## src/hdl/hdlctx_pkg.sv

```systemverilog
// shared types and constants for the hdlc transmit zero-bit insertion framer
`timescale 1ns / 1ps

package hdlctx_pkg;

  localparam int unsigned WORD_MAX = 16;
  localparam int unsigned SRC_W    = 24;
  localparam int unsigned POS_W    = 5;
  localparam int unsigned CNT_W    = 5;

  localparam logic [7:0]       FLAG_OCTET  = 8'h7E;
  localparam logic [SRC_W-1:0] FRAME_FLAGS = 24'h7E7E7E;
  localparam logic [4:0]       ONES_RUN    = 5'h1F;

  localparam logic CMD_PUSH = 1'b0;
  localparam logic CMD_PULL = 1'b1;

  typedef enum logic [1:0] {
    S_IDLE,
    S_BIT,
    S_LOAD,
    S_DONE
  } state_t;

  // control from the sequencer to the bit serializer
  typedef struct packed {
    logic load_idle;
    logic load_frame;
    logic load_octet;
    logic step;
  } ser_ctl_t;

  // status back from the bit serializer
  typedef struct packed {
    logic        empty;
    logic [15:0] hist;
  } ser_stat_t;

endpackage

```

## src/hdl/hdlctx_serializer.sv

```systemverilog
// source shift register, line bit history and zero-bit insertion
`timescale 1ns / 1ps

module hdlctx_serializer
  import hdlctx_pkg::*;
(
  input  logic      clk,
  input  logic      rst,
  input  ser_ctl_t  ctl,
  input  logic [7:0] octet,
  output ser_stat_t stat
);

  logic [SRC_W-1:0] src;
  logic [POS_W-1:0] pos;
  logic             flag;
  logic [15:0]      hist;
  logic [15:0]      hist_next;
  logic             stuff;

  assign hist_next = {hist[14:0], src[SRC_W-1]};
  // five ones in a row from data: send a zero before the next source bit
  assign stuff     = !flag && (hist_next[4:0] == ONES_RUN);

  always_ff @(posedge clk) begin
    if (rst) begin
      pos  <= '0;
      flag <= 1'b0;
      hist <= '0;
    end else begin
      priority if (ctl.load_idle) begin
        src  <= {FLAG_OCTET, 16'h0000};
        pos  <= POS_W'(8);
        flag <= 1'b1;
      end else if (ctl.load_frame) begin
        src  <= FRAME_FLAGS;
        pos  <= POS_W'(SRC_W);
        flag <= 1'b1;
      end else if (ctl.load_octet) begin
        src  <= {octet, 16'h0000};
        pos  <= POS_W'(8);
        flag <= 1'b0;
      end else if (ctl.step) begin
        hist <= hist_next;
        if (stuff) begin
          src[SRC_W-1] <= 1'b0;
        end else begin
          src <= {src[SRC_W-2:0], 1'b0};
          pos <= pos - POS_W'(1);
        end
      end
    end
  end

  assign stat.empty = (pos == '0);
  assign stat.hist  = hist;

endmodule
```

## config.mk

```make
export PLATFORM = sky130hd
export DESIGN_NAME = hdlctx_serializer
export DESIGN_NICKNAME = d
export VERILOG_FILES = /design/src/hdl/hdlctx_pkg.sv /design/src/hdl/hdlctx_serializer.sv
export SDC_FILE = /design/constraint.sdc
export NUM_CORES = 1
export LEC_CHECK = 0
export BUFFER_PORTS_ARGS = -buffer_cell sky130_fd_sc_hd__buf_4
export CAP_MARGIN = 20
export CORE_MARGIN = 2
export CORE_UTILIZATION = 37
export DETAILED_ROUTE_END_ITERATION = 10
export GPL_ROUTABILITY_DRIVEN = 0
export HOLD_SLACK_MARGIN = 0.05
export PLACE_DENSITY = 0.58
export SYNTH_ARGS = -nofsm -noshare
export SYNTH_HDL_FRONTEND = slang
export SYNTH_SLANG_ARGS = --single-unit
```

## constraint.sdc

```tcl
create_clock -name clk -period 3.2 [get_ports clk]
set_clock_uncertainty 0.1 [all_clocks]
set_input_delay 0.64 -clock clk [delete_from_list [all_inputs] [get_ports clk]]
set_output_delay 0.64 -clock clk [all_outputs]
set_load 0.02 [all_outputs]
```

==> flow_metrics.py <==
metrics = {
    "die": {
        "initial_core_util_pct": 39.2,
        "core_area_um2": 4820,
        "io_pins": 31,
        "die_w_um": 75.4,
        "dieArea_um2": 5690,
        "fp-row-count": 25,
        "die_y_um": 75.4,
    },
    "pwr": {
        "power.share.sequential_pct": 59.7,
        "p_sw_share_pct": 23.2,
        "clkPwrFrac_pct": 32.6,
        "power_mw": 1.06,
        "leakage_nw": 0.820,
        "power_switching_mw": 0.247,
        "internal-power_mw": 0.815,
        "peakVddDrop_mv": 0.314,
        "p_comb_share_pct": 7.7,
        "power-per-cell-area_nw_per_um2": 474,
    },
    "route": {
        "drt-vias-per-instance": 4.71,
        "firstDrtPassIters": 4,
        "wl_per_cell_um": 12.2,
        "vias": 1314,
        "drc": 0,
        "drt-initial-drc-count": 81,
        "drt_wl_total_um": 3410,
        "postRouteAntennaNets": 0,
    },
    "layout": {
        "antenna_cells": 0,
        "fin_nets": 226,
        "area_growth_pct": 18.6,
        "post-route-util_pct": 46.5,
        "drive_gt1_share_pct": 24.1,
    },
    "synth": {
        "synth_area_leaders": "edfxtp_1 37%, dfxtp_1 23%, nand2_1 8.4%",
        "netlist_top_cells_count": "42 x nand2_1, 23 x edfxtp_1, 22 x dfxtp_1, 21 x a21oi_1, 16 x nor2_1",
        "ys_dominant_reg_cell": "edfxtp_1",
        "async_flop_share_pct": 0,
        "synth_area_um2": 1890,
        "avgSynthCellArea_um2": 10.3,
        "ys_seq_area_share_pct": 59.9,
        "yosysTopAreaCell": "edfxtp_1",
        "synth.net_count": 198,
        "synth-edff-count": 23,
        "syn-instance-count": 183,
        "post-synth-top-area-fraction_pct": 36.6,
        "yosysUniqueCellTypes": 29,
        "synthMostInstantiatedCell": "nand2_1",
        "synth_warnings": 0,
        "synth-seq-cells": 45,
    },
    "clock_network": {
        "cts_made_buffers": 5,
        "clk_pin_slew_worst_paths_ps": 90,
        "htree_levels": 2,
        "cts_tree": "done",
        "cts_root_buf": "clkbuf_8",
        "post_cts_buffers": 0,
        "cts_hold_buf": 0,
        "cts.sinks": 45,
        "clkLatencyLatePin_ps": 300,
        "cts_resized": 0,
        "cts_buffer_depth": 2,
    },
    "sta": {
        "whs_ps": 367,
        "clock.fmax_ghz": 0.486,
        "hold_viol": 0,
        "timing.final.ws_setup_ps": 1140,
        "setup_violations": 0,
        "min_period_ps": 2060,
        "drv_slew": 0,
        "tightest_slew_ps": 548,
        "finalSetupTns_ps": 0,
        "slew_headroom_pct": 63.4,
        "rsz0062_at_grt": "false",
        "period_share_pct": 64.4,
    },
    "worst_setup_path": {
        "critical_path.max_stage_delay_ps": 340,
        "critPathKind": "register to primary output",
        "cp.arrival_ps": 1320,
        "slowest_stage": "dfxtp_1",
        "crit_path_end_kind": "primary output",
        "worstPathCellList": "inv_1 -> ha_1 -> nor4b_1 -> buf_4",
        "r2r_cells": 6,
        "cp-start-kind": "register",
        "cp.required_ps": 2460,
        "critPathMaxFanout": 3,
    },
    "grt": {
        "grtUsageTotal_pct": 13.6,
        "grt_max_degree": 24,
        "grt_pass1_vias": 1225,
        "grt_overflow": 0,
        "antenna_found_initial": 0,
        "grt_pass1_wl_um": 5700,
    },
    "min_path": {
        "hold_depth": 2,
        "hold_path_class": "register to register",
    },
    "flow_run": {
        "drv_cap": 0,
    },
    "placed_design": {
        "io_buffers": 30,
        "pre_cts_ws_ps": 1030,
        "hpwl_um": 2220,
    },
    "run_status": {
        "status": "complete, no violations",
    },
}
-- layout make-up --
class | instances | area, um2
fill | 491 | 2580
sequential | 45 | 1130
multi-input combinational | 124 | 692
timing repair buffer | 31 | 233
tap | 67 | 83.8
clock buffer | 6 | 73.8
inverter | 4 | 15.0
clock inverter | 2 | 10.0
-- power groups by stage --
stage                     clock network, mW  logic, mW  registers (mW)
final                                 0.346     0.0816           0.634
after global routing                  0.377     0.0924           0.636
after CTS                             0.357     0.0834           0.634
after detailed placement                  0     0.0829           0.648
after global placement                    0     0.0833           0.648
after floorplan                           0     0.0545           0.647
-- metrics by stage --
step	instances	area, um2
detailed placement	271	2150
finish	279	2240
global placement	271	2150
floorplan	183	1890
global route	279	2240
CTS	279	2240
-- path summary, 6_finish.rpt --
path | startpoint | to | slack [ps]
max | pos[0] | stat[16] | 1140
min | flag | flag | 370
max reg2reg | pos[0] | pos[4] | 1560
min reg2reg | flag | flag | 370
-- cells by family (layout without fill, tap and decap cells) --
| family | after synthesis | count (layout) | share of synthesized area (%) |
|---|---|---|---|
| muxes | 7 | 7 | 3.71 |
| and+or+nand+nor | 72 | 72 | 16.9 |
| adders and majority gates | 1 | 1 | 0.663 |
| DFF | 45 | 45 | 59.9 |
| AOI/OAI and AO/OA | 40 | 40 | 13.3 |
| buffers and inverters | 14 | 43 | 3.58 |
| xor gates and xnor gates | 4 | 4 | 1.86 |
-- per-layer routing --
| metal | GRT usage, % | up-vias | routed length [um] |
|---|---|---|---|
| met3 | 5.16 | 5 | 127 |
| met5 | 0 | - | 0 |
| met1 | 18.1 | 608 | 1750 |
| li1 | - | 684 | - |
| met2 | 20.0 | 17 | 1490 |
| met4 | 5.26 | 0 | 52 |
-- sequential cells by signal, summed over array words and instances, names as in the netlist --
signal,flops
flag,1
pos,5
hist,16
src,23
-- critical path, delay by kind of cell (launching register included) --
| family | cells | cell delay (ps) |
|---|---|---|
| adder cells (fa/ha/maj) | 1 | 170 |
| buffers and inverters | 2 | 260 |
| flip-flops | 1 | 340 |
| AND/OR/NAND/NOR | 1 | 260 |
-- cells in the final DEF, fill, tap and decap left out, types with 5 or more instances in the layout --
master    count
nand2_1      42
buf_4        31
edfxtp_1     23
dfxtp_1      22
a21oi_1      20
nor2_1       16
a21oi_2      11
mux2i_1       7
and2_1        5
clkbuf_8      5
Note: power is estimated with default switching activity, not from simulation.
